$ cat src/rtl/rtc_pkg.sv
`timescale 1ns / 1ps
// ----------------------------------------------------------------------------
// rtc_pkg
// Shared types and constants for the RTD code to temperature pipeline.
// ----------------------------------------------------------------------------
package rtc_pkg;

    localparam int RAD_W   = 58;   // discriminant width, units of 1e-22
    localparam int ROOT_W  = 29;   // square root width, units of 1e-11
    localparam int REM_W   = 31;   // partial remainder width of the root
    localparam int TEMP_W  = 20;
    localparam int STAT_W  = 3;
    localparam int SQRT_STEPS = ROOT_W;

    // Register indexes of the configuration channel.
    localparam logic [7:0] REG_REFERENCE_OHMS = 8'd0;
    localparam logic [7:0] REG_SENSOR_KIND    = 8'd1;

    // Status codes.
    localparam logic [STAT_W-1:0] ST_OK        = 3'd0;
    localparam logic [STAT_W-1:0] ST_FAULT     = 3'd1;
    localparam logic [STAT_W-1:0] ST_NO_REF    = 3'd2;
    localparam logic [STAT_W-1:0] ST_DISC_NEG  = 3'd3;
    localparam logic [STAT_W-1:0] ST_SATURATED = 3'd4;

    // Discriminant is DISC_K - ceil(N * M / 2^k), with M and k set by R0.
    localparam logic [RAD_W-1:0] DISC_K = 58'd175848088900000000;
    localparam logic [35:0] SCALE_M_100  = 36'd56396484375;  // 231 * 5^12, k = 3
    localparam logic [35:0] SCALE_M_1000 = 36'd11279296875;  // 231 * 5^11, k = 4

    // Temperature = round((A_ROOT - S) / 1155), via reciprocal 2^40 / 1155.
    localparam logic [29:0] A_ROOT    = 30'd390830000;
    localparam logic [29:0] DIV_HALF  = 30'd577;
    localparam logic [29:0] DIV_RECIP = 30'd951958120;
    localparam int          DIV_SHIFT = 40;

    localparam logic signed [TEMP_W:0] TEMP_FAIL = -21'sd27315;
    localparam logic signed [TEMP_W:0] TEMP_MAX  = 21'sd338500;

    typedef struct packed {
        logic [STAT_W-1:0] status;
        logic [RAD_W-1:0]  rad;
        logic [ROOT_W-1:0] root;
        logic [REM_W-1:0]  rem;
    } cell_t;

endpackage

$ cat src/rtl/rtc_front.sv
`timescale 1ns / 1ps
// ----------------------------------------------------------------------------
// rtc_front
// Scales the ratio code and forms the discriminant over three stages.
// ----------------------------------------------------------------------------
module rtc_front (
    input  logic               aclk,
    input  logic               aresetn,
    input  logic               advance,
    input  logic               in_vld,
    input  logic [15:0]        rtd_word,
    input  logic [15:0]        reference_ohms,
    input  logic               sensor_kind,
    output logic               out_vld,
    output rtc_pkg::cell_t     out_cell
);
    import rtc_pkg::*;

    logic              a_vld_reg, b_vld_reg, c_vld_reg;
    logic [STAT_W-1:0] a_status_reg, b_status_reg;
    logic [30:0]       a_n_reg;
    logic              a_kind_reg, b_kind_reg;
    logic [51:0]       b_plo_reg;
    logic [50:0]       b_phi_reg;
    cell_t             c_cell_reg;

    logic [STAT_W-1:0] a_status_next, c_status_next;
    logic [35:0]       scale_m;
    logic [66:0]       prod;
    logic [66:0]       prod_round;
    logic [63:0]       term;
    logic              disc_neg;

    always_comb begin
        if (reference_ohms == 16'd0) begin
            a_status_next = ST_NO_REF;
        end else if (rtd_word[0]) begin
            a_status_next = ST_FAULT;
        end else begin
            a_status_next = ST_OK;
        end
    end

    assign scale_m = a_kind_reg ? SCALE_M_1000 : SCALE_M_100;

    assign prod       = {15'd0, b_plo_reg} + {b_phi_reg, 16'd0};
    assign prod_round = prod + (b_kind_reg ? 67'd15 : 67'd7);
    assign term       = b_kind_reg ? {1'b0, prod_round[66:4]} : prod_round[66:3];
    assign disc_neg   = term > {6'd0, DISC_K};

    always_comb begin
        c_status_next = b_status_reg;
        if (b_status_reg == ST_OK && disc_neg) begin
            c_status_next = ST_DISC_NEG;
        end
    end

    always_ff @(posedge aclk) begin
        if (!aresetn) begin
            a_vld_reg <= 1'b0;
            b_vld_reg <= 1'b0;
            c_vld_reg <= 1'b0;
        end else if (advance) begin
            a_vld_reg <= in_vld;
            b_vld_reg <= a_vld_reg;
            c_vld_reg <= b_vld_reg;
        end
    end

    always_ff @(posedge aclk) begin
        if (advance) begin
            a_status_reg <= a_status_next;
            a_n_reg      <= 31'(rtd_word[15:1]) * 31'(reference_ohms);
            a_kind_reg   <= sensor_kind;
            b_status_reg <= a_status_reg;
            b_kind_reg   <= a_kind_reg;
            b_plo_reg    <= scale_m * a_n_reg[15:0];
            b_phi_reg    <= scale_m * a_n_reg[30:16];
            c_cell_reg.status <= c_status_next;
            c_cell_reg.rad    <= disc_neg ? '0 : DISC_K - term[RAD_W-1:0];
            c_cell_reg.root   <= '0;
            c_cell_reg.rem    <= '0;
        end
    end

    assign out_vld  = c_vld_reg;
    assign out_cell = c_cell_reg;

endmodule

$ cat config.mk
export PLATFORM = sky130hd
export DESIGN_NAME = rtc_front
export DESIGN_NICKNAME = d
export VERILOG_FILES = /design/src/rtl/rtc_pkg.sv /design/src/rtl/rtc_front.sv
export SDC_FILE = /design/constraint.sdc
export NUM_CORES = 2
export LEC_CHECK = 0
export ABC_AREA = 1
export BUFFER_PORTS_ARGS = -buffer_cell sky130_fd_sc_hd__buf_2
export CAP_MARGIN = 20
export CORE_MARGIN = 2
export CORE_UTILIZATION = 62
export DETAILED_ROUTE_END_ITERATION = 7
export GPL_TIMING_DRIVEN = 0
export HOLD_SLACK_MARGIN = 0.1
export PLACE_DENSITY = 0.86
export SYNTH_ARGS = -nofsm -noshare
export SYNTH_HDL_FRONTEND = slang
export SYNTH_SLANG_ARGS = --single-unit
$ cat constraint.sdc
create_clock -name aclk -period 23.5 [get_ports aclk]
set_clock_uncertainty 0.1 [all_clocks]
set_input_delay 4.7 -clock aclk [delete_from_list [all_inputs] [get_ports aclk]]
set_output_delay 4.7 -clock aclk [all_outputs]
set_load 0.02 [all_outputs]
## Word-level counts from Yosys, hierarchy flattened

Index checks and enable logic that the tools add are counted.

| storage, ports and cells | value |
|---|---|
| register bits after elaboration | 206 |
| latch bits | 0 |
| memory bits (writable) | 0 |
| bits in read-only memories | 0 |
| bits of input ports | 37 |
| output and inout bits | 122 |
| word-level logic and storage cells | 26 |
| memories kept | 0 |

| cells by class | value |
|---|---|
| $add $sub $neg | 3 |
| $mul | 3 |
| divide/modulo/power cells | 0 |
| $lt $le $gt $ge | 1 |
| equality and inequality tests | 0 |
| shift operators | 0 |
| multiplexer cells | 4 |
| bitwise gates (word level) | 0 |
| reductions and logical operators | 3 |

Operator list:

| operator | count |
|---|---|
| 52-bit by 67-bit adder with 67-bit output | 1 |
| 67-bit by 4-bit adder with 67-bit output | 1 |
| 64-bit by 58-bit greater-than comparator with 1-bit output, second input constant | 1 |
| 64-bit 2-to-1 mux | 1 |
| 58-bit subtractor, first input constant | 1 |
| 36-bit by 16-bit multiplier with 52-bit output | 1 |
| 36-bit by 15-bit multiplier with 51-bit output | 1 |
| 36-bit 2-to-1 mux | 1 |
| 15-bit by 16-bit multiplier with 31-bit output | 1 |
| 16-bit zero test | 1 |
| 4-bit 2-to-1 mux | 1 |
| 3-bit zero test | 1 |
| 1-bit logical AND | 1 |
| 1-bit 2-to-1 mux | 1 |

## Logic depth before layout (Yosys ltp)

| depth | value |
|---|---|
| depth after elaboration | 5 |
| depth in mapped cells | 32 |
| mapped depth without buffers | 32 |

## Worst setup path before layout

Ideal clock, no wire load.

| timing path | value |
|---|---|
| path kind | input -> register |
| start | in reference_ohms[0] |
| end | reg a_n_reg[27] (data pin) |
| setup time | 0.259 ns |
| arrival time | 10.283 ns |
| required time | 23.141 ns |
| setup slack | 12.858 ns |
| stages on the path | 25 |
| buffers on the path | 2 |
| path through | clkbuf_1 clkbuf_1 nand2_1 fa_1 fa_1 fa_1 inv_1 fa_1 inv_1 fa_1 fa_1 inv_1 ha_1 a21oi_1 inv_1 a221oi_1 o21ai_0 a21oi_1 nor2_1 nor2_1 inv_1 nand2_1 nand2_1 a31oi_1 xnor2_1 |

| between the ends | value |
|---|---|
| word-level cells in the longest chain between the ends | 1 |

RTL lines:

| what | RTL line | text |
|---|---|---|
| from (decl) | rtc_front.sv:12 | `input logic [15:0] reference_ohms,` |
| 15-bit by 16-bit multiplier with 31-bit output | rtc_front.sv:73 | `a_n_reg <= 31'(rtd_word[15:1]) * 31'(reference_ohms);` |
| to (signal assigned) | rtc_front.sv:73 |  |
| to (decl) | rtc_front.sv:21 | `logic [30:0] a_n_reg;` |

Every way passes these cells.
A chain may end at the register's enable or synchronous reset.

## Worst setup path after layout

| timing path | value |
|---|---|
| start | in rtd_word[12] |
| end | reg a_n_reg[27] (data pin) |

| between the ends | value |
|---|---|
| word-level cells in the longest chain between the ends | 1 |

RTL lines:

| what | RTL line | text |
|---|---|---|
| from (decl) | rtc_front.sv:11 | `input logic [15:0] rtd_word,` |
| 15-bit by 16-bit multiplier with 31-bit output | rtc_front.sv:73 |  |

Every way passes these cells.

==> flow_results.org <==
** Synthesis
- Of all cell types, the one taking the most synthesized area is fa_1.
- The most used flip-flop cell after synthesis is edfxtp_1.
- Dominant cells by area after synthesis :: fa_1 28%, ha_1 15%, edfxtp_1 12%, inv_1 12%, nand2_1 11%
- Flip-flop and latch count after synthesis :: 203
- After technology mapping, the gate count stands at 6272.
- Of the post-synthesis cell area, the dominant cell type holds 0.283.
- The cell area that synthesis handed to floorplanning was 48200 um2.
- Syn avg cell area :: 7.68 um2
- Unique masters post-synth :: 56
- Seq/Total Area, Yosys :: 0.126
- During synthesis, Yosys emitted a total of 0 warnings.
- The synthesized design contains 200 enable-type register cells.
- Async SR Flop Fraction :: 0

** Setup path
- For the worst flop-to-flop path, the logic depth is 27.
- The worst setup path is of the input port to flip-flop kind.
- Capturing element type of the critical path :: flip-flop
- Biggest fanout along the worst timing path :: 10
- For the worst setup path, the data arrival time is 11780 ps.
- The setup check on the worst reg-to-reg path leaves a slack of 13940 ps.
- On the critical path, the stage with the largest delay is an instance of fa_1.
- Launching point of the worst reg2reg path :: a_kind_reg
- For the worst setup path, the data required time is 23710 ps.
- Worst Setup EP :: a_n_reg[27]
- Critical Path Start Type :: input port
- By instance count, the cell type seen most on the critical path is fa_1.
- The endpoint identified for the worst register-to-register timing path is b_plo_reg[48].
- Worst Setup SP :: rtd_word[12]
- In this design, the stage delay of the slowest critical-path cell is 600 ps.

** Timing
- For the finished layout, the period the worst path requires is 11570 ps.
- Final Max Slew Viols :: 0
- Final sum of negative setup slack :: 0 ps
- Setup violations remaining at the end of the flow were counted as 0.
- Setup repair after global routing left no endpoint under its margin.
- After layout, the worst setup slack is 11930 ps.
- In the finished design, the share of the clock period the worst path needs comes to 0.493.
- For this run, the top clock speed supported by timing is 86.4 MHz.
- For the pin with the worst max-slew slack, the measured transition is 1210 ps.
- Worst max-slew margin expressed relative to the limit :: 0.193
- The final hold violation count is 0.

** GRT
- Total global routing track utilization :: 0.382
- Antenna violations before repair :: 1
- The via count of the first global-routing pass was 41100.
- First-pass GRT wire length :: between 200000 and 250000 um
- Summed over all layers, the global routing overflow is 0.
- Largest net degree at the start of global routing :: 127

** Clock tree
- After clock tree synthesis, the clock-pin slew on the worst setup and hold paths is 60 ps.
- Number of clock sinks :: around 200
- TritonCTS built the clock tree.
- Number of buffers on the longest clock path :: 3
- After clock tree synthesis, the repair step resized 0 gates.
- Hold repair after CTS inserted 0 buffers.
- H-tree levels :: 1
- Library cell used as clock root buffer :: clkbuf_16
- Clock network latency to the later pin of the worst-skew pair :: 570 ps
- Post-CTS Setup Repair Bufs :: 0
- Number of buffers inserted during clock tree synthesis :: 25

** Die
- The die covers 80000 um2.
- Top-level port count :: roughly 160
- Row count :: between 100 and 150
- Area inside the core boundary :: 77200 um2
- Initial Utilization :: 0.624
- Measured along the y axis, the die boundary spans 283 um.
- Die boundary width :: around 280 um

** Routing
- Routed length per placed instance :: 19.9 um
- Vias per cell :: 5.41
- Before antenna repair, the detailed router went through 5 iterations.
- Number of DRC violations after detailed-routing iteration 0 :: 3005
- Remaining antenna violation count :: 0
- Aggregate routed wire length :: between 100000 and 150000 um
- Count of vias placed by the detailed router :: 40500
- For this run, design rule violations remaining after detail routing come to 0.

** Run
- Max capacitance violation total :: 0

** Final layout
- Area added between synthesis and finish :: 5.85%
- For this run, the post-layout net count is 7742.
- Commonest cells after routing, fill and taps aside :: 1598 x inv_1, 1412 x nand2_1, 681 x fa_1
- The register with the most flip-flops in the layout has 60 of them.
- Of the cells placed in the final design, the portion with a size suffix greater than 1 is 0.0561.
- Most common library cell in the layout ignoring fill and taps :: inv_1

** Status
- Status :: complete, no violations

** Placed design
- Port buffering added 66 buffers.
- Routability-driven placement finished with a final weighted congestion of 1.03.
- Placement Setup Slack :: 11490 ps
- HPWL reported at the end of detailed placement :: 132000 um

** Min path
- In this run the worst hold path is classified as flip-flop to flip-flop.
- Counting instances, the worst hold path has a depth of 0.
==> critical path: cells and delay by family <==
family	cells	cell delay [ps]
simple gates	5	620
compound gates	5	1590
buf+inv	7	1210
fa+ha+maj	7	3530
xor+xnor	1	100
==> cell families (layout without fill, tap and decap cells) <==
kind of cell             after synthesis  after routing  synth area share
AO/OA/AOI/OAI                        380            380            0.0440
XOR/XNOR                             169            169            0.0307
adder cells (fa/ha/maj)             1269           1269             0.436
buffers and inverters               1816           1930             0.147
flip-flops                           203            203             0.126
other                                  2             72          0.000156
AND/OR/NAND/NOR                     2433           2433             0.216
==> stage by stage <==
step | instances | util | hold slack [ps] | cell area (um2)
3_3_place_gp | 7447 | 0.648 | 304 | 50100
3_5_place_dp | 7448 | 0.649 | 313 | 50100
2_1_floorplan | 6341 | - | 300 | 48400
4_1_cts | 7494 | 0.660 | 340 | 51000
5_1_grt | 7495 | 0.660 | 343 | 51000
6_report | 7496 | 0.661 | 334 | 51000
==> synth_stat cells (all sizes together) (5+ instances only) <==
| cell type | count |
|---|---|
| a21boi | 5 |
| clkbuf | 103 |
| a31oi | 34 |
| fa | 681 |
| nand2 | 1478 |
| a21oi | 202 |
| o211ai | 8 |
| edfxtp | 200 |
| inv | 1624 |
| xnor2 | 56 |
| nor2 | 484 |
| nand3 | 377 |
| o21a | 11 |
| xor2 | 113 |
| nor4 | 10 |
| nor3 | 24 |
| o221ai | 5 |
| a21o | 6 |
| buf | 85 |
| o21ai | 86 |
| ha | 588 |
| o31ai | 7 |
| or2 | 8 |
| nand4 | 43 |
==> cell type report <==
type | count | area [um2]
antenna | 1 | 2.50
buffer | 188 | 987
clock buffer | 27 | 633
clock inverter | 19 | 245
fill | 6780 | 26200
inverter | 1628 | 6110
multi-input combinational | 4322 | 35300
sequential | 203 | 6070
tap | 1040 | 1300
timing repair buffer | 68 | 379
==> routing by layer <==
layer	routed length (um)	track usage	vias to the layer above	part of all wire
met1	60800	0.497	19400	0.41
met3	11600	0.0580	339	0.078
li1	-	-	19200	-
met4	6880	0.150	0	0.046
met5	0	0	-	0
met2	69700	0.644	1608	0.47
==> how the worst min path moves through the flow <==
stage	from	endpoint	slack, ps
after CTS	a_status_reg[1]	b_status_reg[1]	340
after global routing	a_status_reg[1]	b_status_reg[1]	340
after detailed placement	a_status_reg[1]	b_status_reg[1]	310
final	a_status_reg[1]	b_status_reg[1]	330
after global placement	a_status_reg[1]	b_status_reg[1]	300
after floorplan	a_status_reg[0]	b_status_reg[0]	300
Power is left out: the tool's default activity adds up to more than one toggle a clock period on the data nets, which glitch-free logic cannot reach.
