`config.mk`:
```
export PLATFORM = sky130hd
export DESIGN_NAME = rtc_sqrt_cell
export DESIGN_NICKNAME = d
export VERILOG_FILES = /design/src/rtl/rtc_pkg.sv /design/src/rtl/rtc_sqrt_cell.sv
export SDC_FILE = /design/constraint.sdc
export NUM_CORES = 1
export LEC_CHECK = 0
export BUFFER_PORTS_ARGS = -buffer_cell sky130_fd_sc_hd__buf_2
export CORE_MARGIN = 1
export CORE_UTILIZATION = 48
export DETAILED_ROUTE_END_ITERATION = 8
export PLACE_DENSITY_LB_ADDON = 0.1
export SYNTH_ARGS = -nofsm -noshare
export SYNTH_HDL_FRONTEND = slang
export SYNTH_SLANG_ARGS = --single-unit
```
`constraint.sdc`:
```
create_clock -name aclk -period 3.9 [get_ports aclk]
set_input_delay 0.78 -clock aclk [delete_from_list [all_inputs] [get_ports aclk]]
set_output_delay 0.78 -clock aclk [all_outputs]
set_load 0.01 [all_outputs]
```
`src/rtl/rtc_pkg.sv`:
```
`timescale 1ns / 1ps
// ----------------------------------------------------------------------------
// rtc_pkg
// Shared types and constants for the RTD code to temperature pipeline.
// ----------------------------------------------------------------------------
package rtc_pkg;

    localparam int RAD_W   = 58;   // discriminant width, units of 1e-22
    localparam int ROOT_W  = 29;   // square root width, units of 1e-11
    localparam int REM_W   = 31;   // partial remainder width of the root
    localparam int TEMP_W  = 20;
    localparam int STAT_W  = 3;
    localparam int SQRT_STEPS = ROOT_W;

    // Register indexes of the configuration channel.
    localparam logic [7:0] REG_REFERENCE_OHMS = 8'd0;
    localparam logic [7:0] REG_SENSOR_KIND    = 8'd1;

    // Status codes.
    localparam logic [STAT_W-1:0] ST_OK        = 3'd0;
    localparam logic [STAT_W-1:0] ST_FAULT     = 3'd1;
    localparam logic [STAT_W-1:0] ST_NO_REF    = 3'd2;
    localparam logic [STAT_W-1:0] ST_DISC_NEG  = 3'd3;
    localparam logic [STAT_W-1:0] ST_SATURATED = 3'd4;

    // Discriminant is DISC_K - ceil(N * M / 2^k), with M and k set by R0.
    localparam logic [RAD_W-1:0] DISC_K = 58'd175848088900000000;
    localparam logic [35:0] SCALE_M_100  = 36'd56396484375;  // 231 * 5^12, k = 3
    localparam logic [35:0] SCALE_M_1000 = 36'd11279296875;  // 231 * 5^11, k = 4

    // Temperature = round((A_ROOT - S) / 1155), via reciprocal 2^40 / 1155.
    localparam logic [29:0] A_ROOT    = 30'd390830000;
    localparam logic [29:0] DIV_HALF  = 30'd577;
    localparam logic [29:0] DIV_RECIP = 30'd951958120;
    localparam int          DIV_SHIFT = 40;

    localparam logic signed [TEMP_W:0] TEMP_FAIL = -21'sd27315;
    localparam logic signed [TEMP_W:0] TEMP_MAX  = 21'sd338500;

    typedef struct packed {
        logic [STAT_W-1:0] status;
        logic [RAD_W-1:0]  rad;
        logic [ROOT_W-1:0] root;
        logic [REM_W-1:0]  rem;
    } cell_t;

endpackage

```
`src/rtl/rtc_sqrt_cell.sv`:
```
`timescale 1ns / 1ps
// ----------------------------------------------------------------------------
// rtc_sqrt_cell
// One restoring square root step: takes two radicand bits, yields one root bit.
// ----------------------------------------------------------------------------
module rtc_sqrt_cell (
    input  logic           aclk,
    input  logic           aresetn,
    input  logic           advance,
    input  logic           in_vld,
    input  rtc_pkg::cell_t in_cell,
    output logic           out_vld,
    output rtc_pkg::cell_t out_cell
);
    import rtc_pkg::*;

    logic        vld_reg;
    cell_t       cell_reg;
    cell_t       cell_next;
    logic [32:0] rem_shift;
    logic [32:0] trial;

    assign rem_shift = {in_cell.rem, in_cell.rad[RAD_W-1 -: 2]};
    assign trial     = {2'b00, in_cell.root, 2'b01};

    always_comb begin
        cell_next        = in_cell;
        cell_next.rad    = {in_cell.rad[RAD_W-3:0], 2'b00};
        if (rem_shift >= trial) begin
            cell_next.rem  = REM_W'(rem_shift - trial);
            cell_next.root = {in_cell.root[ROOT_W-2:0], 1'b1};
        end else begin
            cell_next.rem  = rem_shift[REM_W-1:0];
            cell_next.root = {in_cell.root[ROOT_W-2:0], 1'b0};
        end
    end

    always_ff @(posedge aclk) begin
        if (!aresetn) begin
            vld_reg <= 1'b0;
        end else if (advance) begin
            vld_reg <= in_vld;
        end
    end

    always_ff @(posedge aclk) begin
        if (advance) begin
            cell_reg <= cell_next;
        end
    end

    assign out_vld  = vld_reg;
    assign out_cell = cell_reg;

endmodule

```
# Yosys cells after proc, flatten, opt, wreduce, memory -nomap -nowiden
# Index checks and enable logic that the tools add are counted.
# word_totals
inputBits	125
out_inout_bits	122
regBits	120
wordCells	8
# classes
mux	1
n_addsub	1
n_lt_le_gt_ge	1
# ops
op	n
33-bit by 31-bit greater-or-equal comparator with 1-bit output	1
32-bit two-way mux	1
31-bit subtractor	1

# Logic depth before layout (Yosys ltp)
# Gate-level depths: netlist of the first run.
# depth
depth_word	2
ltp_mapped	13
depth_no_buf	10

# Least setup slack after synthesis of the first run
# No wires, ideal clock.
# synth_timing
path_type	input to register
startpoint	input port in_cell[41] in the netlist's numbering
endpoint	register cell_reg, in the netlist out_cell[24], data pin
n_path_buf	1
t_arrival_ps	2689
setup_time_ps	260
cell_stages	11
required_ps	3640
path_slack_ps	951
cell_sequence	inv_1 ha_1 a21o_1 o21ba_1 a21boi_1 nor3_2 nor4b_2 o31ai_2 buf_4 inv_2 mux2_4
# synth_lines
element	line	text
start, declared	rtc_sqrt_cell.sv:11	input rtc_pkg::cell_t in_cell,
end signal, assigned	rtc_sqrt_cell.sv:48	cell_reg <= cell_next;
end, declared	rtc_sqrt_cell.sv:18	cell_t cell_reg;

==> results.txt, run 1 <==
dominant register cell in the synthesized netlist: edfxtp_1
PwrDens: 502 mW/mm²
Setup Skew: 0 ns
Hold Vio Cnt, Final: 0
critical path capture point type: flip-flop
die width: 112 µm
CTS Hold Bufs: 0
die height: 112 µm
Setup Fix Bufs, Post-CTS: 0
post-route DRC violation count: 20
crit share post-route: 74.4%
largest net degree at the start of global routing: 58
synthesized cell area: 0.00578 mm²
Setup crit start: in_cell[0]
Port Buf Inserts: 244
Vias per Instance: 5.17
Critical Path Start Type: primary input
core box area: 0.0116 mm²
number of CTS-inserted buffers: 17
crit path kind: in2reg
max_cap viols: 0
reg2reg start: out_vld$_SDFFE_PN0P_
Avg Synthesized Cell Area: 12.4 µm²
post-placement setup slack: 0.576 ns
final wirelength: 14200 µm
sequential area share after synthesis: 62.2%
failing checks: design-rule violations
status: finished, violations left
Worst-Skew Late Latency: 0.41 ns
Fin Setup TNS: 0 ns
RSZ-0062 raised after global routing: false
global-route wire length before repair: 22000 µm
top-area cell type share of the netlist area: 61.8%
# setup viols final: 0
Yosys top cell by area: edfxtp_1
cells after synthesis: 465
Pleak: 3.48 nW
HPWL Detailed: 10900 µm
nets@finish: 874
synth unique cells: 54
Worst Hold Class: reg2reg
CP Data Required Time: 4.06 ns
router iterations before antenna repair: 7
wire per inst: 16.2 µm
Peak Freq: 0.344 GHz
Finished Layout Cells: 874
io pins: 247
Starting Density: 50.0%
worst setup margin: 0.997 ns
CTS tree: yes
worst endpoint data arrival time: 3.06 ns
Inst Count DP: 842
Worst-path clk slew: 0.06 ns
initial antenna violation count: 0
Tot GR Track Use: 23.1%
total grt overflow: 0
layout cells sized above 1: 39.8%
die footprint: 0.0125 mm²
Initial DRC Count: 268
# rows: 39
top post-synthesis cells by area: edfxtp_1 62%, ha_1 6.7%, nand2_1 2.9%
yosys warns: 0
CTS HTree Levels: 4
Vias: 4517
Antenna Violating Nets Remaining: 0
n_diodes: 0
Layout area overhead: 34.4%
Slew HR: 52.9%
Worst VDD drop: 0.274 mV
hold path start: out_vld$_SDFFE_PN0P_
post-synthesis register bit count: 120
Resize count post-CTS: 0
async set-reset flop share out of synthesis: 0%
routability cong.: 0.858
vias in the first global route: 4436
Root Buffer: clkbuf_16
Clock Sinks: 120
worst slew pin tran: 0.707 ns
EDFF count, synth: 119
clock buffer depth: 2
fin. max-slew vios: 0
Critical Path Fanout Max: 18
crit path time final: 2.90 ns
per-layer routing:
| layer | global-route usage [%] | vias to the layer above | share of wire (%) |
|---|---|---|---|
| li1 | - | 2224 | - |
| met1 | 26.5 | 2095 | 39 |
| met3 | 7.46 | 22 | 9.4 |
| met2 | 39.3 | 176 | 50 |
| met5 | 0 | - | 0 |
| met4 | 10.9 | 0 | 2.1 |
worst max-delay path, stage by stage:
cell and delay (ns):
buf_2 0.11, ha_1 0.36, o211ai_1 0.22, o21a_2 0.19
a211oi_2 0.09, nor3_2 0.33, nor4b_2 0.12, o31ai_4 0.26
buf_4 0.26, mux2_1 0.34
path summary, 6_finish.rpt:
path / endpoint / slack [ns] / cells past startpoint
max: out_cell[13]$_DFFE_PP_ / 1.0 / 10
min: out_vld$_SDFFE_PN0P_ / 0.52 / 2
max reg2reg: out_vld$_SDFFE_PN0P_ / 3.32 / 2
min reg2reg: out_vld$_SDFFE_PN0P_ / 0.52 / 2
cell usage after synthesis (all sizes together), types with 2 or more instances:
cell type,n
a31oi,5
o21ai,43
and4,2
mux2,3
a211oi,3
edfxtp,119
mux2i,2
nor2,18
nand3,9
a2111o,2
o21a,3
clkbuf,8
nand2,44
buf,9
xnor2,11
a21oi,32
nand4,7
o21bai,5
and2,2
ha,31
a21o,15
nor2b,4
xor2,16
nor3,7
and3,5
nand2b,5
inv,34
o31ai,3
o211ai,2
kinds of logic after synthesis:
family	Yosys count	share of synthesized area [%]
compound gates	121	12.9
flops	120	62.2
simple gates	109	9.27
buf+inv	51	3.77
fa+ha+maj	31	6.71
xor+xnor	27	4.09
mux	5	0.996
other cells	1	0.0649
registers in the layout (all words and copies together), names as in the netlist:
register and cells:
out_cell 119, out_vld 1
metrics by stage:
step           hold slack (ns)  cell area [µm²]  utilization (%)  total power [mW]
4_1_cts                  0.517             7770             67.2              3.94
3_5_place_dp             0.511             7150             61.8              2.31
2_1_floorplan            0.538             5780                -              2.02
3_3_place_gp             0.504             7150             61.8              2.30
6_report                 0.518             7770             67.2              3.90
5_1_grt                  0.513             7770             67.2              4.05
cells in the final DEF, fill, tap and decap left out, types with 3 or more instances in the layout:
cell type and n:
xnor2_1 11, a21oi_1 32, bufinv_16 3, inv_1 33, a31oi_1 5, nand2_1 44
buf_2 243, buf_4 7, clkinvlp_4 3, xor2_1 16, clkbuf_16 17, nand2b_1 5
nor2b_1 4, inv_6 4, ha_1 31, o21ai_1 13, o21ai_0 29, nand3_1 9
and3_1 5, nand4_1 7, nor3_1 5, a21o_1 15, o21bai_1 5, edfxtp_1 119
nor2_1 18
power by group:
| part | total [mW] | internal, mW | switching [mW] |
|---|---|---|---|
| registers | 1.61 | 1.58 | 0.0296 |
| clock network | 1.62 | 1.02 | 0.601 |
| logic | 0.671 | 0.282 | 0.389 |
| total | 3.90 | 2.88 | 1.02 |
final cells by class:
| class | count | area, µm² |
|---|---|---|
| Sequential cell | 120 | 3590 |
| Clock inverter | 15 | 193 |
| Multi-Input combinational cell | 295 | 1980 |
| Tap cell | 143 | 179 |
| Fill cell | 898 | 3800 |
| Timing Repair Buffer | 250 | 1270 |
| Inverter | 34 | 128 |
| Clock buffer | 17 | 425 |
Note: power is estimated with default switching activity, not from simulation.
==> inputs of run 2 (changes only) <==
--- a/config.mk
+++ b/config.mk
@@ -7,7 +7,7 @@
 export LEC_CHECK = 0
 export BUFFER_PORTS_ARGS = -buffer_cell sky130_fd_sc_hd__buf_2
 export CORE_MARGIN = 1
-export CORE_UTILIZATION = 48
+export CORE_UTILIZATION = 43
 export DETAILED_ROUTE_END_ITERATION = 8
 export PLACE_DENSITY_LB_ADDON = 0.1
 export SYNTH_ARGS = -nofsm -noshare
==> constraint.sdc (replaced) <==
create_clock -name aclk -period 2.5 [get_ports aclk]
set_input_delay 0.5 -clock aclk [delete_from_list [all_inputs] [get_ports aclk]]
set_output_delay 0.5 -clock aclk [all_outputs]
set_load 0.01 [all_outputs]
==> results.txt, run 2 (same netlist as run 1, synthesis figures left out) <==
Worst VDD drop: 0.371 mV
Vias: 4920
initial antenna violation count: 0
Setup Fix Bufs, Post-CTS: 0
WHS Path Cells: 1
Pleak: 3.94 nW
worst endpoint data arrival time: 2.56 ns
layout cells sized above 1: 49.9%
M2 GR Usage: 41.0%
Critical Path Start Type: primary input
Critical Path Fanout Max: 16
Critical-path top delay cell: nor4b_2
post-route DRC violation count: 0
status: completed
commonest non-fill, non-tap cell in the layout: buf_2
clock buffer depth: 2
nets@finish: 973
PwrDens: 705 mW/mm²
Initial DRC Count: 323
Tot GR Track Use: 23.3%
CTS Hold Bufs: 0
die footprint: 0.0139 mm²
Port Buf Inserts: 244
post-placement setup slack: -0.321 ns
Setup Skew: 0 ns
M1 GR Usage: 27.9%
crit path time final: 2.40 ns
crit path kind: in2reg
final non-filler cell area: 0.00879 mm²
die height: 118 µm
Clock Sinks: 120
core box area: 0.0129 mm²
die width: 118 µm
critical path capture point type: flip-flop
# rows: 41
HPWL Detailed: 12200 µm
Layout area overhead: 52.1%
global-route wire length before repair: 25200 µm
Worst-path clk slew: 0.06 ns
Hold Vio Cnt, Final: 0
worst setup margin: 0.101 ns
placed instance area: 0.00823 mm²
number of CTS-inserted buffers: 17
fin. max-slew vios: 0
Core Util, Final: 68.3%
Worst Hold Class: in2reg
setup slack, reg-to-reg: 1.88 ns
Antenna Violating Nets Remaining: 0
# setup viols final: 0
R2R cell count: 2
io pins: 247
n_diodes: 0
CP max stage delay: 0.33 ns
CTS tree: yes
total grt overflow: 0
RSZ-0062 raised after global routing: false
Vias per Instance: 4.91
GR peak layer: met2
largest net degree at the start of global routing: 55
vias in the first global route: 5000
router iterations before antenna repair: 5
final hold slack: 0.259 ns
GRT met3 Usage: 5.38%
CP Data Required Time: 2.66 ns
Root Buffer: clkbuf_16
wire per inst: 15.7 µm
max reg flops: 119
Peak Freq: 0.417 GHz
routability cong.: 0.902
CTS HTree Levels: 4
Resize count post-CTS: 0
CP Cell Sequence: buf_2 -> inv_4 -> ha_4 -> o211ai_1 -> o21a_2 -> a211oi_2 -> nor3_2 -> nor4b_2 -> o31ai_4 -> buf_12 -> inv_2 -> mux2_4
max_cap viols: 0
most frequent cells in the layout: 243 x buf_2, 119 x edfxtp_1, 102 x buf_4
final wirelength: 15700 µm
Worst-Skew Late Latency: 0.41 ns
Starting Density: 44.9%
crit share post-route: 96.0%
-- run 2: changes by cell type in the layout (fill, tap and decap cells not counted), sizes merged --
cell      before  now
bufinv         3    2
buf          250  349
clkinvlp       3    4
clkbuf        17   20
clkinv         3    4
inv           40   36
-- run 2: metal layers --
metal	part of all wire, %	up-vias
li1	-	2424
met1	42	2287
met2	51	186
met3	5.6	23
met4	1.8	0
met5	0	-
-- run 2: per-stage QoR --
stage | instances | setup TNS (ns) | power [mW]
detailed placement | 970 | -6.97 | 3.89
global placement | 970 | -5.64 | 3.86
CTS | 1002 | 0 | 6.24
floorplan | 466 | -0.0241 | 3.21
global route | 1002 | 0 | 6.47
finish | 1002 | 0 | 6.20
-- run 2: layout make-up --
| type | count | area, µm² |
|---|---|---|
| sequential | 120 | 3590 |
| clock inverter | 12 | 125 |
| clock buffer | 20 | 437 |
| multi-input combinational | 295 | 2200 |
| timing repair buffer | 349 | 2060 |
| inverter | 34 | 153 |
| fill | 985 | 4090 |
| tap | 172 | 215 |
-- run 2: critical path: cells and delay by family --
family	cells	cell delay (ns)
AOI/OAI and AO/OA	4	0.71
and+or+nand+nor	2	0.41
buffers and inverters	4	0.38
muxes	1	0.29
adders and majority gates	1	0.27
-- run 2: power by group --
group | internal [mW] | switching [mW]
Sequential | 2.47 | 0.0507
Clock | 1.46 | 0.885
Combinational | 0.654 | 0.683
-- run 2: worst paths after layout --
check                                 to            startpoint
setup / recovery  out_cell[24]$_DFFE_PP_           in_cell[33]
hold / removal    out_cell[98]$_DFFE_PP_           in_cell[96]
setup reg to reg    out_vld$_SDFFE_PN0P_  out_vld$_SDFFE_PN0P_
hold reg to reg     out_vld$_SDFFE_PN0P_  out_vld$_SDFFE_PN0P_
