--- config.mk ---
export PLATFORM = sky130hd
export DESIGN_NAME = rtc_back
export DESIGN_NICKNAME = d
export VERILOG_FILES = /design/src/rtl/rtc_pkg.sv /design/src/rtl/rtc_back.sv
export SDC_FILE = /design/constraint.sdc
export NUM_CORES = 1
export LEC_CHECK = 0
export BUFFER_PORTS_ARGS = -buffer_cell sky130_fd_sc_hd__buf_2
export CELL_PAD_IN_SITES_DETAIL_PLACEMENT = 1
export CELL_PAD_IN_SITES_GLOBAL_PLACEMENT = 1
export CORE_MARGIN = 10
export CORE_UTILIZATION = 45
export DETAILED_ROUTE_END_ITERATION = 7
export PLACE_DENSITY_LB_ADDON = 0.1
export SLEW_MARGIN = 5
export SYNTH_ARGS = -nofsm -noshare
export SYNTH_HDL_FRONTEND = slang
export SYNTH_SLANG_ARGS = --single-unit
--- constraint.sdc ---
create_clock -name aclk -period 10.7 [get_ports aclk]
set_clock_uncertainty 0.05 [all_clocks]
set_input_delay 1.07 -clock aclk [delete_from_list [all_inputs] [get_ports aclk]]
set_output_delay 1.07 -clock aclk [all_outputs]
set_load 0.03 [all_outputs]
--- src/rtl/rtc_pkg.sv ---
`timescale 1ns / 1ps
// ----------------------------------------------------------------------------
// rtc_pkg
// Shared types and constants for the RTD code to temperature pipeline.
// ----------------------------------------------------------------------------
package rtc_pkg;

    localparam int RAD_W   = 58;   // discriminant width, units of 1e-22
    localparam int ROOT_W  = 29;   // square root width, units of 1e-11
    localparam int REM_W   = 31;   // partial remainder width of the root
    localparam int TEMP_W  = 20;
    localparam int STAT_W  = 3;
    localparam int SQRT_STEPS = ROOT_W;

    // Register indexes of the configuration channel.
    localparam logic [7:0] REG_REFERENCE_OHMS = 8'd0;
    localparam logic [7:0] REG_SENSOR_KIND    = 8'd1;

    // Status codes.
    localparam logic [STAT_W-1:0] ST_OK        = 3'd0;
    localparam logic [STAT_W-1:0] ST_FAULT     = 3'd1;
    localparam logic [STAT_W-1:0] ST_NO_REF    = 3'd2;
    localparam logic [STAT_W-1:0] ST_DISC_NEG  = 3'd3;
    localparam logic [STAT_W-1:0] ST_SATURATED = 3'd4;

    // Discriminant is DISC_K - ceil(N * M / 2^k), with M and k set by R0.
    localparam logic [RAD_W-1:0] DISC_K = 58'd175848088900000000;
    localparam logic [35:0] SCALE_M_100  = 36'd56396484375;  // 231 * 5^12, k = 3
    localparam logic [35:0] SCALE_M_1000 = 36'd11279296875;  // 231 * 5^11, k = 4

    // Temperature = round((A_ROOT - S) / 1155), via reciprocal 2^40 / 1155.
    localparam logic [29:0] A_ROOT    = 30'd390830000;
    localparam logic [29:0] DIV_HALF  = 30'd577;
    localparam logic [29:0] DIV_RECIP = 30'd951958120;
    localparam int          DIV_SHIFT = 40;

    localparam logic signed [TEMP_W:0] TEMP_FAIL = -21'sd27315;
    localparam logic signed [TEMP_W:0] TEMP_MAX  = 21'sd338500;

    typedef struct packed {
        logic [STAT_W-1:0] status;
        logic [RAD_W-1:0]  rad;
        logic [ROOT_W-1:0] root;
        logic [REM_W-1:0]  rem;
    } cell_t;

endpackage

--- src/rtl/rtc_back.sv ---
`timescale 1ns / 1ps
// ----------------------------------------------------------------------------
// rtc_back
// Turns the root into rounded hundredths of a degree and clamps the result.
// ----------------------------------------------------------------------------
module rtc_back (
    input  logic                          aclk,
    input  logic                          aresetn,
    input  logic                          advance,
    input  logic                          in_vld,
    input  rtc_pkg::cell_t                in_cell,
    output logic                          out_vld,
    output logic [rtc_pkg::TEMP_W-1:0]    temperature_centi,
    output logic [rtc_pkg::STAT_W-1:0]    status
);
    import rtc_pkg::*;

    logic              d_vld_reg, e_vld_reg;
    logic              d_neg_reg;
    logic [STAT_W-1:0] d_status_reg, e_status_reg;
    logic [59:0]       d_prod_reg;
    logic [TEMP_W-1:0] e_temp_reg;

    logic signed [30:0] num;
    logic [29:0]        mag;
    logic [29:0]        mag_round;
    logic [TEMP_W-1:0]  quot;
    logic signed [TEMP_W:0] temp_s;
    logic [TEMP_W-1:0]  e_temp_next;
    logic [STAT_W-1:0]  e_status_next;

    assign num       = $signed({1'b0, A_ROOT}) - $signed({2'b00, in_cell.root});
    assign mag       = num[30] ? 30'(-num) : num[29:0];
    assign mag_round = mag + DIV_HALF;

    assign quot   = d_prod_reg[DIV_SHIFT +: TEMP_W];
    assign temp_s = d_neg_reg ? -$signed({1'b0, quot}) : $signed({1'b0, quot});

    always_comb begin
        e_status_next = d_status_reg;
        e_temp_next   = TEMP_FAIL[TEMP_W-1:0];
        if (d_status_reg == ST_OK) begin
            if (temp_s > TEMP_MAX) begin
                e_status_next = ST_SATURATED;
                e_temp_next   = TEMP_MAX[TEMP_W-1:0];
            end else if (temp_s < TEMP_FAIL) begin
                e_status_next = ST_SATURATED;
            end else begin
                e_temp_next = temp_s[TEMP_W-1:0];
            end
        end
    end

    always_ff @(posedge aclk) begin
        if (!aresetn) begin
            d_vld_reg <= 1'b0;
            e_vld_reg <= 1'b0;
        end else if (advance) begin
            d_vld_reg <= in_vld;
            e_vld_reg <= d_vld_reg;
        end
    end

    always_ff @(posedge aclk) begin
        if (advance) begin
            d_neg_reg    <= num[30];
            d_status_reg <= in_cell.status;
            d_prod_reg   <= mag_round * DIV_RECIP;
            e_status_reg <= e_status_next;
            e_temp_reg   <= e_temp_next;
        end
    end

    assign out_vld           = e_vld_reg;
    assign temperature_centi = e_temp_reg;
    assign status            = e_status_reg;

endmodule

After elaboration in Yosys (flattened, before gate mapping)
Index checks and enable logic that the tools add are counted.

operators by class
  add/subtract/negate cells = 4
  $mul = 1
  order comparisons = 2
  mux-type cells = 7
  bitwise operators = 1
  reduce and logical (&&, ||, !) cells = 2

operators with widths
  operator                                                                            number
  30-bit by 27-bit multiplier with 57-bit output (second input constant)              1
  20-bit two-way mux                                                                  2
  30-bit by 10-bit adder with 30-bit output (second input constant)                   1
  30-bit two-way mux                                                                  1
  30-bit negation                                                                     1
  29-bit by 29-bit subtractor with 30-bit output (first input constant)               1
  21-bit by 20-bit greater-than comparator with 1-bit output (second input constant)  1
  21-bit by 16-bit < comparator with 1-bit output (second input constant)             1
  21-bit two-way mux                                                                  1
  20-bit negation with 21-bit output                                                  1
  3-bit two-way mux                                                                   3
  3-bit zero test                                                                     1
  3-bit OR reduction                                                                  1
  1-bit NOT                                                                           1

storage, ports and cells
  flip-flop bits (word level) = 86
  input bits = 125
  output and inout bits = 24
  logic and storage cells = 25

Longest topological paths before layout
Gate-level depths: netlist of the first run.

  word-level depth = 6
  mapped depth = 43
  mapped depth without buffers = 40

Worst setup path after synthesis of the first run
OpenSTA, ideal clock, no wires.

  kind = input to register
  start = input port in_cell[31] (netlist name)
  end = register d_prod_reg[55] (data pin)
  setup time = 258 ps
  data arrival time = 10909 ps
  data required time = 10392 ps
  slack = -517 ps
  stages on the path = 40
  path buffers = 4
  cell sequence = buf_2 buf_1 inv_1 ha_1 clkbuf_1 nor2_1 a32oi_1 or3_1 buf_2 nand2_1 or3_1 a31o_2 a2bb2o_4 nor3_2 mux2i_1 a31oi_1 xor2_1 ha_1 (+4 left out) inv_1 fa_1 inv_1 fa_1 inv_1 fa_1 ha_1 a21o_1 a21o_1 a21oi_1 o21ai_0 a221oi_1 o31a_1 o31ai_1 a211oi_1 o21ai_0 a31o_2 xor2_1

between the ends
  cells in the longest elaborated chain, start to end = 5

ends and longest elaborated chain
  what                                                line            RTL
  from (decl)                                         rtc_back.sv:11  input rtc_pkg::cell_t in_cell,
  29-bit by 29-bit subtractor with 30-bit output (*)  rtc_back.sv:32  assign num = $signed({1'b0, A_ROOT}) - $signed({2'b00, in_cell.root});
  30-bit negation                                     rtc_back.sv:33  assign mag = num[30] ? 30'(-num) : num[29:0];
  30-bit two-way mux (*)                              rtc_back.sv:33
  30-bit by 10-bit adder with 30-bit output (*)       rtc_back.sv:34  assign mag_round = mag + DIV_HALF;
  30-bit by 27-bit multiplier with 57-bit output (*)  rtc_back.sv:68  d_prod_reg <= mag_round * DIV_RECIP;
  to (signal assigned)                                rtc_back.sv:68
  to (decl)                                           rtc_back.sv:21  logic [59:0] d_prod_reg;

Mark *: on every way between the ends. The rest lies on a longest branch, timed or not.
A chain may end at the register's enable or synchronous reset.

Worst setup path after layout of the first run
  start = input port in_cell[32] (netlist name)
  end = register d_prod_reg[59] (data pin)

Same word-level chain as after synthesis.

==> impl_metrics.csv, run 1 <==
group,metric,value,unit
synthesis,synthesis.area,20000,sq um
placed_design,placed_area,23700,sq um
global_route,overflow,0,
die,rows,77,
setup_path,cp.arrival,10.67,ns
placed_design,dp_hpwl,55300,um
setup_path,critical_path.most_common_cell,"fa_1",
die,die_h,231,um
synthesis,yosysTopAreaCell,"fa_1",
drt,drc,0,
setup_path,worst_setup_path_end_kind,"register",
drt,num_vias,16000,
die,ios,149,
placed_design,gp_congestion,0.962,
global_route,grt_pass1_wl,97700,um
drt,drt_pre_antenna_iters,5,
finish,final_core_util,56.9,%
drt,wire_per_inst,20.0,um
clocking,holdBufCountCts,0,
timing,postLayoutSetupSlackWorst,-0.00743,ns
finish,drive_above_1_share,25.9,%
timing,worstMarginPinSlew,1.15,ns
die,initial_core_util,45.4,%
finish,area_growth,25.3,%
die,coreArea,44000,sq um
synthesis,netlist_instances,2105,
timing,rsz0062_at_grt,"true",
timing,final-max-slew-violation-count,0,
setup_path,critPathLaunchType,"primary input",
clocking,htree_num_levels,2,
timing,tns,-0.00743,ns
timing,hold_violations,0,
status,status,"complete, but fails checks",
drt,routed_via_density,5.12,
setup_path,crit_slowest_cell,"fa_1",
synthesis,synth-edff-count,47,
synthesis,async_flop_share,0,%
die,die-area,53200,sq um
setup_path,crit_fanout,5,
clocking,cts_sinks,49,
synthesis,synth_most_common_cell,"inv_1",
finish,fin_cells,3133,
setup_path,crit_required,10.67,ns
clocking,cts_made_buffers,5,
drt,antenna_left,0,
synthesis,ys_seq_area_share,7.26,%
setup_path,max_stage_delay,0.55,ns
clocking,clkTransAtPathRegs,0.06,ns
clocking,cts_tree,"yes",
timing,max_freq,93.4,MHz
timing,period_needed,10.71,ns
synthesis,yosysWarnings,0,
flow_run,drv_cap,0,
timing,fin_crit_sh,100,%
finish,final_area,25000,sq um
finish,n_fill_cell,5053,
clocking,worstSkewPairLatency,0.29,ns
die,fp.dieW,231,um
synthesis,synth_top_area_share,36.1,%
global_route,grt_start_max_net_pins,50,
clocking,clock_path_buffers,2,
global_route,grt_pass1_vias,18000,
timing,setup_viol,1,
finish,final_nets,3318,
global_route,grt_use_total,23.1,%
synthesis,ys_types,100,
placed_design,port_buffers,59,
setup_path,path_class,"primary input to register",
global_route,grt_antenna_before_repair,0,
synthesis,synthFlopType,"edfxtp_1",
synthesis,ys_top_cells_by_count,"inv_1 (599), fa_1 (360), ha_1 (293)",
finish,antennaDiodeCount,0,
drt,routed_wl,62600,um
drt,drt_iter0_drc,741,
synthesis,synth_area_leaders,"fa_1 (36%), ha_1 (18%), inv_1 (11%), edfxtp_1 (7.1%), xnor2_1 (3.9%)",
placed_design,placedCellCount,3088,
status,violations,"negative setup slack",
synthesis,avgSynthCellArea,9.49,sq um
clocking,root_buffer,"clkbuf_16",
timing,slew_headroom,22.6,%
min_path,hp-class,"register to register",
synthesis,synth-seq-cells,49,
==> path summary, 6_finish.rpt <==
kind | endpoint | startpoint | cells past startpoint | slack, ns
worst max-delay path | d_prod_reg[59] | in_cell[32] | 41 | -0.007
worst min-delay path | status[0] | d_status_reg[0] | 0 | 0.46
worst max register to register | temperature_centi[6] | d_prod_reg[42] | 10 | 6.60
worst min register to register | status[0] | d_status_reg[0] | 0 | 0.46
==> worst max-delay path: cells and delay by family <==
| kind | cells | cell delay [ns] |
|---|---|---|
| buffers and inverters | 12 | 1.33 |
| xor gates and xnor gates | 2 | 0.29 |
| muxes | 1 | 0.26 |
| AOI/OAI and AO/OA | 13 | 2.55 |
| adders and majority gates | 9 | 3.99 |
| and+or+nand+nor | 4 | 1.14 |
==> what timing repair did <==
action,in CTS,in global routing
buffers inserted,8,32
pin swaps,20,99
setup endpoints to repair,10,11
endpoints found under the hold margin,0,0
gates resized for setup,42,122
==> cells by family after synthesis <==
kind of cell	Yosys count	share of synthesized area (%)
adder cells (fa/ha/maj)	653	54.4
multiplexers	5	0.257
AND/OR/NAND/NOR	345	9.70
other	2	0.0376
buffers and inverters	649	12.4
XOR/XNOR	147	6.74
AO/OA/AOI/OAI	255	9.19
flip-flops	49	7.26
==> routing by layer <==
metal,GRT usage (%),routed length [um],vias to the layer above
li1,-,-,7519
met2,40.2,30800,258
met4,3.06,1190,0
met3,3.18,2650,59
met1,30.7,27900,8195
met5,0,0,-
==> cell type report <==
cell class | instances | area (sq um) | share of cell area, %
Sequential cell | 49 | 1450 | 5.80
Clock buffer | 6 | 129 | 0.515
Clock inverter | 2 | 13.8 | 0.0550
Tap cell | 592 | 741 | 2.96
Multi-Input combinational cell | 1417 | 17000 | 68.0
Timing Repair Buffer | 465 | 3410 | 13.6
Inverter | 602 | 2260 | 9.05
==> metrics by stage <==
| stage | hold slack [ns] | worst slack (ns) |
|---|---|---|
| CTS | 0.437 | 0.00394 |
| global route | 0.475 | -0.295 |
| global placement | 0.409 | -0.487 |
| finish | 0.458 | -0.00743 |
| detailed placement | 0.422 | -0.638 |
| floorplan | 0.432 | -0.0365 |
==> placed cells by master (no fill, tap or decap), types with 12 or more instances in the layout <==
| cell | count |
|---|---|
| a21o_1 | 21 |
| a21oi_1 | 50 |
| and2_1 | 12 |
| buf_2 | 58 |
| buf_4 | 394 |
| conb_1 | 12 |
| edfxtp_1 | 47 |
| fa_1 | 344 |
| fa_2 | 16 |
| ha_1 | 275 |
| ha_4 | 17 |
| inv_1 | 589 |
| nand2_1 | 66 |
| nand3_1 | 29 |
| nand4_1 | 17 |
| nor2_1 | 58 |
| nor2b_1 | 17 |
| nor3_1 | 22 |
| o21a_1 | 12 |
| o21ai_0 | 44 |
| xnor2_1 | 76 |
| xnor2_2 | 13 |
| xor2_1 | 39 |
Power of run 1 is left out: the tool's default activity adds up to more than one toggle a clock period on the data nets, which glitch-free logic cannot reach.
==> run 2, diff against run 1 <==
--- a/config.mk
+++ b/config.mk
@@ -8,7 +8,6 @@
 export BUFFER_PORTS_ARGS = -buffer_cell sky130_fd_sc_hd__buf_2
 export CELL_PAD_IN_SITES_DETAIL_PLACEMENT = 1
 export CELL_PAD_IN_SITES_GLOBAL_PLACEMENT = 1
-export CORE_MARGIN = 10
 export CORE_UTILIZATION = 45
 export DETAILED_ROUTE_END_ITERATION = 7
 export PLACE_DENSITY_LB_ADDON = 0.1
==> run 2 against run 1 <==
Compared with the run above:
- the flow now finishes without violations
- final cell count decreased by 0.19%
- cell area rose by 0.69%
- sequential cell count unchanged
- fmax is 1.1% higher
- count of clock-buffer cells in the layout unchanged
- sequential share of layout area hardly changed
- register-to-register slack improved by 0.12 ns
- critical path depth increased by 2
- non-clock buffer count is 1 higher
- die area shrank 15%
- highest routed layer is now met5
==> impl_metrics.csv, run 2 (same netlist as run 1, synthesis figures left out) <==
group,metric,value,unit
timing,fin_crit_sh,99.0,%
drt,wire_per_inst,20.5,um
global_route,grt_pass1_wl,97000,um
placed_design,dp_hpwl,55100,um
min_path,hp-class,"register to register",
clocking,htree_num_levels,2,
die,rows,76,
finish,final_common_cell,"inv_1",
flow_run,drv_cap,0,
die,fp.dieW,213,um
finish,final_core_util,58.0,%
drt,drc,0,
setup_path,critPathLaunchType,"primary input",
finish,drive_above_1_share,26.7,%
drt,drt_pre_antenna_iters,5,
timing,max_freq,94.4,MHz
timing,final-max-slew-violation-count,0,
setup_path,critical_path.most_common_cell,"inv_1",
drt,routed_wl,64100,um
setup_path,crit_slowest_cell,"fa_2",
timing,slew_headroom,25.0,%
finish,mostFrequentLayoutCells,"inv_1 (588), buf_4 (384), fa_1 (344), ha_1 (269), xnor2_1 (78)",
die,coreArea,43500,sq um
timing,tns,0,ns
die,die-area,45200,sq um
die,initial_core_util,46.0,%
clocking,holdBufCountCts,0,
timing,hold_violations,0,
setup_path,max_stage_delay,0.55,ns
placed_design,port_buffers,59,
clocking,clkTransAtPathRegs,0.07,ns
min_path,holdPathStages,2,
drt,routed_via_density,5.21,
timing,period_needed,10.59,ns
finish,antennaDiodeCount,0,
global_route,overflow,0,
setup_path,r2r_start,"d_prod_reg[42]",
setup_path,crit_required,10.72,ns
timing,setup_viol,0,
drt,num_vias,16300,
setup_path,ff2ff_setup_slack,6.72,ns
finish,final_nets,3319,
status,status,"completed",
placed_design,placedCellCount,3063,
global_route,grt_start_max_net_pins,50,
clocking,worstSkewPairLatency,0.29,ns
clocking,cts_tree,"yes",
clocking,cts_made_buffers,5,
min_path,hold_path_startpoint,"d_vld_reg",
clocking,cts_sinks,49,
global_route,grt_use_total,28.1,%
setup_path,crit_fanout,7,
finish,fin_cells,3127,
setup_path,path_class,"primary input to register",
global_route,grt_pass1_vias,18200,
global_route,grt_antenna_before_repair,1,
placed_design,preCtsSetupSlack,-0.669,ns
die,ios,149,
placed_design,gp_congestion,0.945,
setup_path,reg2reg_to,"temperature_centi[2]",
die,die_h,213,um
clocking,root_buffer,"clkbuf_16",
drt,antenna_left,0,
setup_path,rr_worst_depth,12,
finish,area_growth,26.2,%
clocking,clock_path_buffers,2,
setup_path,worst_setup_path_end_kind,"register",
timing,worstMarginPinSlew,1.12,ns
timing,postLayoutSetupSlackWorst,0.111,ns
min_path,min_to,"d_vld_reg",
drt,drt_iter0_drc,589,
setup_path,cp.arrival,10.61,ns
run 2: final cells by class:
class / count / area, sq um
timing repair buffer: 466 / 3470
sequential: 49 / 1450
multi-input combinational: 1417 / 17200
fill: 4982 / 18200
inverter: 602 / 2260
tap: 585 / 732
clock inverter: 2 / 13.8
clock buffer: 6 / 129
run 2: worst max path at each step:
stage                     start             end  slack, ns  depth (start not counted)
floorplan           in_cell[31]  d_prod_reg[55]      -0.04                         37
global placement    in_cell[32]  d_prod_reg[59]      -0.43                         44
detailed placement  in_cell[32]  d_prod_reg[59]      -0.67                         44
CTS                 in_cell[31]  d_prod_reg[59]     -0.001                         40
global route        in_cell[31]  d_prod_reg[58]      -0.14                         43
finish              in_cell[31]  d_prod_reg[58]       0.11                         43
run 2: timing repair:
item                                    in CTS  in global routing
resized for setup                           39                163
endpoints found under the setup margin      10                 14
pin swaps                                   18                120
buffers inserted                            14                 46
run 2: per-layer routing:
| layer | global-route usage (%) | share of wire, % | up-vias | wire length (um) |
|---|---|---|---|---|
| met3 | 2.87 | 3.7 | 97 | 2390 |
| met1 | 37.3 | 44 | 8319 | 27900 |
| met2 | 49.4 | 50 | 346 | 32100 |
| met4 | 5.78 | 2.6 | 2 | 1680 |
| met5 | 0 | 0.017 | - | 11 |
| li1 | - | - | 7522 | - |
run 2: critical path, delay by kind of cell:
family	cells	cell delay, ns
adders and majority gates	9	3.87
xor gates and xnor gates	2	0.59
buffers and inverters	16	1.54
and+or+nand+nor	8	2.17
AOI/OAI and AO/OA	8	1.34
run 2: stage by stage:
step,cell area [sq um],hold WS (ns)
floorplan,20100,0.432
global placement,23600,0.419
detailed placement,23600,0.421
CTS,24000,0.450
global route,25200,0.498
finish,25200,0.472
Power of run 2 is left out for the same reason.
